### config.mk
export PLATFORM = sky130hd
export DESIGN_NAME = sers_ctrl
export DESIGN_NICKNAME = d
export VERILOG_FILES = /design/src/sers_pkg.sv /design/src/sers_ctrl.sv
export SDC_FILE = /design/constraint.sdc
export NUM_CORES = 1
export LEC_CHECK = 0
export BUFFER_PORTS_ARGS = -buffer_cell sky130_fd_sc_hd__buf_2
export CORE_MARGIN = 5
export CORE_UTILIZATION = 60
export CTS_CLUSTER_DIAMETER = 100
export CTS_CLUSTER_SIZE = 12
export DETAILED_ROUTE_END_ITERATION = 8
export PLACE_DENSITY = 0.82
export SLEW_MARGIN = 20
export SYNTH_ARGS = -nofsm -noshare
export SYNTH_HDL_FRONTEND = slang
export SYNTH_SLANG_ARGS = --single-unit
### constraint.sdc
create_clock -name clk -period 8.44 [get_ports clk]
set_clock_uncertainty 0.2 [all_clocks]
set_input_delay 1.688 -clock clk [delete_from_list [all_inputs] [get_ports clk]]
set_output_delay 1.688 -clock clk [all_outputs]
set_load 0.005 [all_outputs]
### src/sers_pkg.sv
// ----------------------------------------------------------------------------
// sers_pkg
// shared constants and types of the equal-range search core
// ----------------------------------------------------------------------------
`timescale 1ns / 1ps

package sers_pkg;

  localparam int DEPTH       = 1024;
  localparam int VALUE_WIDTH = 32;
  localparam int ADDR_W      = (DEPTH > 1) ? $clog2(DEPTH) : 1;
  localparam int CNT_W       = $clog2(DEPTH + 1);
  localparam int IDX_W       = 10;
  localparam int OP_W        = 2;

  typedef enum logic [OP_W-1:0] {
    OP_APPEND = 2'd0,
    OP_QUERY  = 2'd1,
    OP_CLEAR  = 2'd2
  } op_t;

  typedef struct packed {
    logic             found;
    logic [IDX_W-1:0] first_index;
    logic [IDX_W-1:0] last_index;
  } res_t;

  typedef struct packed {
    logic                          we;
    logic [ADDR_W-1:0]             addr;
    logic signed [VALUE_WIDTH-1:0] wdata;
  } mem_req_t;

endpackage

### src/sers_ctrl.sv
// ----------------------------------------------------------------------------
// sers_ctrl
// sequencer: append, clear, binary search probe loop and neighbor scan
// ----------------------------------------------------------------------------
`timescale 1ns / 1ps

module sers_ctrl import sers_pkg::*; (
  input  logic                          clk,
  input  logic                          rst_n,
  input  logic                          in_valid,
  output logic                          in_ready,
  input  logic [OP_W-1:0]               in_op,
  input  logic signed [VALUE_WIDTH-1:0] in_value,
  input  logic                          out_free,
  output logic                          res_valid,
  output res_t                          res,
  output mem_req_t                      mem_req,
  input  logic signed [VALUE_WIDTH-1:0] mem_rdata
);

  typedef enum logic [4:0] {
    S_IDLE  = 5'b00001,
    S_SRCH  = 5'b00010,
    S_SCANL = 5'b00100,
    S_SCANR = 5'b01000,
    S_DONE  = 5'b10000
  } state_t;

  state_t                        state_r, state_nxt;
  logic [CNT_W-1:0]              count_r, count_nxt;
  logic signed [VALUE_WIDTH-1:0] key_r, key_nxt;
  logic [CNT_W:0]                left_r, left_nxt;
  logic [CNT_W:0]                right_r, right_nxt;
  logic [ADDR_W-1:0]             mid_r, mid_nxt;
  logic [ADDR_W-1:0]             lo_r, lo_nxt;
  logic [ADDR_W-1:0]             hi_r, hi_nxt;
  res_t                          res_r, res_nxt;

  logic [CNT_W:0]    mid_w, la, rb, mid_a, mid_b, cnt_m1;
  logic [ADDR_W-1:0] lo_v, hi_v, rfrom;
  logic              go_right, fin;

  // candidate next probes for both outcomes, chosen by the compare
  assign mid_w  = (CNT_W + 1)'(mid_r);
  assign la     = mid_w + 1'b1;
  assign rb     = mid_w - 1'b1;
  assign mid_a  = la + ((right_r - la) >> 1);
  assign mid_b  = left_r + ((rb - left_r) >> 1);
  assign cnt_m1 = (CNT_W + 1)'(count_r) - 1'b1;

  always_comb begin
    state_nxt = state_r;
    count_nxt = count_r;
    key_nxt   = key_r;
    left_nxt  = left_r;
    right_nxt = right_r;
    mid_nxt   = mid_r;
    lo_nxt    = lo_r;
    hi_nxt    = hi_r;
    res_nxt   = res_r;
    mem_req   = '0;
    lo_v      = lo_r;
    hi_v      = hi_r;
    rfrom     = hi_r;
    go_right  = 1'b0;
    fin       = 1'b0;

    case (state_r)
      S_IDLE: begin
        if (in_valid) begin
          key_nxt   = in_value;
          res_nxt   = '0;
          state_nxt = S_DONE;
          case (op_t'(in_op))
            OP_APPEND: begin
              if (count_r < CNT_W'(DEPTH)) begin
                mem_req.we    = 1'b1;
                mem_req.addr  = count_r[ADDR_W-1:0];
                mem_req.wdata = in_value;
                count_nxt     = count_r + 1'b1;
                res_nxt.found = 1'b1;
              end
            end
            OP_CLEAR: begin
              count_nxt = '0;
            end
            OP_QUERY: begin
              if (count_r != '0) begin
                left_nxt     = '0;
                right_nxt    = cnt_m1;
                mid_nxt      = ADDR_W'(cnt_m1 >> 1);
                mem_req.addr = ADDR_W'(cnt_m1 >> 1);
                state_nxt    = S_SRCH;
              end
            end
            default: begin
            end
          endcase
        end
      end

      S_SRCH: begin
        if (mem_rdata == key_r) begin
          lo_v   = mid_r;
          hi_v   = mid_r;
          lo_nxt = mid_r;
          hi_nxt = mid_r;
          if (mid_r != '0) begin
            mem_req.addr = mid_r - 1'b1;
            state_nxt    = S_SCANL;
          end else begin
            go_right = 1'b1;
            rfrom    = mid_r;
          end
        end else if (mem_rdata < key_r) begin
          left_nxt = la;
          if ($signed(la) > $signed(right_r)) begin
            state_nxt = S_DONE;
          end else begin
            mid_nxt      = ADDR_W'(mid_a);
            mem_req.addr = ADDR_W'(mid_a);
          end
        end else begin
          right_nxt = rb;
          if ($signed(left_r) > $signed(rb)) begin
            state_nxt = S_DONE;
          end else begin
            mid_nxt      = ADDR_W'(mid_b);
            mem_req.addr = ADDR_W'(mid_b);
          end
        end
      end

      // read data holds entry lo-1
      S_SCANL: begin
        rfrom    = hi_r;
        go_right = 1'b1;
        if (mem_rdata == key_r) begin
          lo_v   = lo_r - 1'b1;
          lo_nxt = lo_v;
          if (lo_v != '0) begin
            mem_req.addr = lo_v - 1'b1;
            go_right     = 1'b0;
          end
        end
      end

      // read data holds entry hi+1
      S_SCANR: begin
        if (mem_rdata == key_r) begin
          hi_v   = hi_r + 1'b1;
          hi_nxt = hi_v;
          rfrom  = hi_v;
          if (CNT_W'(hi_v) + 1'b1 < count_r) begin
            mem_req.addr = hi_v + 1'b1;
          end else begin
            fin = 1'b1;
          end
        end else begin
          fin = 1'b1;
        end
      end

      S_DONE: begin
        if (out_free) begin
          state_nxt = S_IDLE;
        end
      end

      default: begin
        state_nxt = S_IDLE;
      end
    endcase

    if (go_right) begin
      if (CNT_W'(rfrom) + 1'b1 < count_r) begin
        mem_req.addr = rfrom + 1'b1;
        state_nxt    = S_SCANR;
      end else begin
        fin = 1'b1;
      end
    end

    if (fin) begin
      res_nxt.found       = 1'b1;
      res_nxt.first_index = IDX_W'(lo_v);
      res_nxt.last_index  = IDX_W'(hi_v);
      state_nxt           = S_DONE;
    end
  end

  always_ff @(posedge clk) begin
    if (!rst_n) begin
      state_r <= S_IDLE;
      count_r <= '0;
    end else begin
      state_r <= state_nxt;
      count_r <= count_nxt;
    end
  end

  always_ff @(posedge clk) begin
    key_r   <= key_nxt;
    left_r  <= left_nxt;
    right_r <= right_nxt;
    mid_r   <= mid_nxt;
    lo_r    <= lo_nxt;
    hi_r    <= hi_nxt;
    res_r   <= res_nxt;
  end

  assign in_ready  = (state_r == S_IDLE);
  assign res_valid = (state_r == S_DONE);
  assign res       = res_r;

endmodule

==> qor.txt <==
Status = complete, no violations
Worst setup SP type = input pin
Crit Path Class = in -> out
Via density = 6.21
Clk_lat worst skew = 0.42 ns
1st-iter DRT viols = 1,194
Die Ht = 145 um
Post-DP Area = 11,700 um^2
Routed Antenna Nets = 0
# rows = 49
Reg2Reg Setup Slack = 2.34 ns
Final core occ = 0.690
TNS Setup = 0 ns
Synth warn = 0
Top Metal Used = met4
NumNets Final = 1,571
Placeable Area = 17,900 um^2
Worst reg-to-reg path cell count = 17
Final wirelength = 33.4 mm
Metal3 WL = 3.13 mm
Vias = 10.0k
Initial core utilization = 0.607
Synth cell types = 88
LEAKAGE = 5.45 nW
Total Die Area = 20,900 um^2
FFs w/ async S/R, synth = 0
Max Freq = 0.123 GHz
Post-synth EDFFs = 85
Slew @ Worst Pin = 1.09 ns
Global route overflow = 0
Drt first pass iters = 5
Vias in the first global route = 9,682
Clock root cell = clkbuf_16
Reg-to-reg startpoint = mid_r[7]$_DFFE_PP_
Global-route wire length before repair = 51.2 mm
Final hold vios = 0
Hold WC Path Type = reg -> reg
Hold Path End = res[20]$_SDFFE_PP1P_
Inserted Diodes = 0
Number of max-cap violations = 0
Layout cells sized above 1 = 0.157
Crit path DAT = 6.27 ns
Crit path max fanout = 10
Final worst slack = 0.286 ns
Remaining DRCs = 0
Syn Area/Cell = 8.73 um^2
Net Count, Synth = 1,444
Synth-to-Final Area Change = 13.6%
Final Max Tran Viols = 0
Sequential cell area fraction in the yosys report = 0.303
Final Setup Violations = 0
FF-to-FF End = res[10]$_SDFFCE_PN0P_
Crit. End Element = output port
Cells after Synth = 1,245
Met2 WL = 15.6 mm
Peak supply drop = 0.140 mV
RePlAce Congestion = 1.03
Worst hold slack = 0.278 ns
Slew HR = 0.264
Num ports = 136
Power per cell area = 166 nW/um^2
Crit path from = mem_rdata[31]
Largest net degree at the start of global routing = 39
Longest Clk Path Bufs = 2
Mapped Area = 10,900 um^2
Initial antenna violation count = 0
Reg clk slew, reported paths = 0.05 ns
Main synth FF type = edfxtp_1
Post-CTS setup buffers = 0
Worst slack, placed = 0.203 ns
Crit share post-route = 0.966
Crit path required time = 6.55 ns
HPWL Detailed = 26.0 mm
Final Cell Area = 12,400 um^2
Tmin final = 8.15 ns
HP Start = res[20]$_SDFFE_PP1P_
RSZ-0062 raised after global routing = false
Chip width = 145 um
Wire length per cell = 20.7 um
Gr usage total = 0.320
Port Buffers = 135
Clock Sink Count = 122
Yosys reg bits = 122
WHS Path Cells = 2
CTS H-tree lvls = 4
Met1 wire length = 13.1 mm
Clock tree from TritonCTS = built
CTS Buf Count = 17
[cell usage after synthesis, drive strengths merged (20+ instances only)]
master | number | share of area
nor3 | 28 | 0.013
edfxtp | 85 | 0.23
nand2 | 100 | 0.035
o21ai | 66 | 0.030
xnor2 | 62 | 0.050
clkbuf | 33 | 0.011
xor2 | 43 | 0.035
nand4 | 20 | 0.012
and2 | 61 | 0.035
inv | 111 | 0.038
dfxtp | 37 | 0.068
a21oi | 90 | 0.041
ha | 125 | 0.14
nand3 | 33 | 0.015
nor2 | 88 | 0.030
[routing by layer]
layer	vias up	track usage
li1	4735	-
met1	4675	0.406
met2	522	0.519
met3	93	0.0698
met4	0	0.152
met5	-	0
[worst max-delay path by stage]
stage | cells past startpoint | endpoint
2_1_floorplan | 20 | mem_req[39]
3_3_place_gp | 22 | mem_req[39]
3_5_place_dp | 22 | mem_req[39]
4_1_cts | 22 | mem_req[39]
5_1_grt | 23 | mem_req[38]
6_report | 22 | mem_req[38]
[metrics by stage]
step,cells,power (W)
after floorplan,1245,0.00110
after global placement,1582,0.00127
after global routing,1614,0.00214
after detailed placement,1582,0.00129
final,1614,0.00205
after CTS,1614,0.00205
[timing repair]
item / CTS / global route
endpoints found under the setup margin: 0 / 10
gates resized for setup: 0 / 2
hold buffers: 0 / 0
[cells in the final DEF, fill, tap and decap left out, types with 6 or more instances in the layout]
master     synthesis  layout
o21bai_1           8       8
xnor2_1           62      62
a21oi_1           90      90
nor4_1            12      12
a22o_1            12      12
nor2_1            88      87
o21a_1             6       6
nand4_1           20      20
nand2_1           99      99
o31ai_1            6       6
xor2_1            43      43
a22oi_1           10      10
and2_1            56      56
nand2b_1           9       9
nor2b_1           16      16
a211oi_1           8       8
nand3_1           33      33
ha_1             125     125
o21ai_0           62      62
dfxtp_1           37      37
and3_1            11      11
inv_1            111     111
edfxtp_1          85      85
nor3_1            27      26
buf_4              1      19
or4_1              7       6
clkbuf_16          0      17
nor3b_1           13      13
a21o_1            13      13
mux2i_1           10       9
buf_2              0     135
o211ai_1           8       8
nand3b_1           6       6
[sequential cells by signal (all words and copies together), names as in the netlist]
register and count:
res 21, state_r 5, count_r 11, key_r 32, right_r 12, mid_r 10, hi_r 10, left_r 11
lo_r 10
[report_power, final]
group | switching [W] | total, W | internal, W
combinational | 0.000358 | 0.000587 | 0.000229
clock | 0.000270 | 0.000761 | 0.000491
sequential | 0.0000203 | 0.000701 | 0.000681
total | 0.000648 | 0.00205 | 0.00140
[logic make-up after synthesis]
family	count (synthesis)	synth area share
AO/OA/AOI/OAI	292	0.179
multiplexers	11	0.0102
XOR/XNOR	105	0.0846
flip-flops	122	0.303
AND/OR/NAND/NOR	429	0.209
adder cells (fa/ha/maj)	129	0.151
buffers and inverters	157	0.0627
[area by class of cell]
class                   instances  area (um^2)
fillers                      1496         5550
well taps                     229          287
inverters                     111          417
clock inverters                13          176
clock buffers                  19          433
multi-input cells             966         6930
repair buffers                154          818
flip-flops and latches        122         3290
[critical path: stages]
cell	delay, ns
buf_2	0.10
ha_1	0.34
nand4_1	0.27
or4_4	0.68
o31ai_1	0.32
a22oi_1	0.19
o221ai_2	0.30
nor2_1	0.10
and2_2	0.20
xnor2_1	0.21
inv_1	0.07
ha_1	0.29
o21ai_0	0.14
a21oi_1	0.06
o211ai_1	0.15
nand2_1	0.07
a21oi_1	0.27
and2b_1	0.19
buf_4	0.16
nand2_1	0.15
o211ai_1	0.16
buf_2	0.16
No activity file was read; power rests on OpenSTA's default activity.
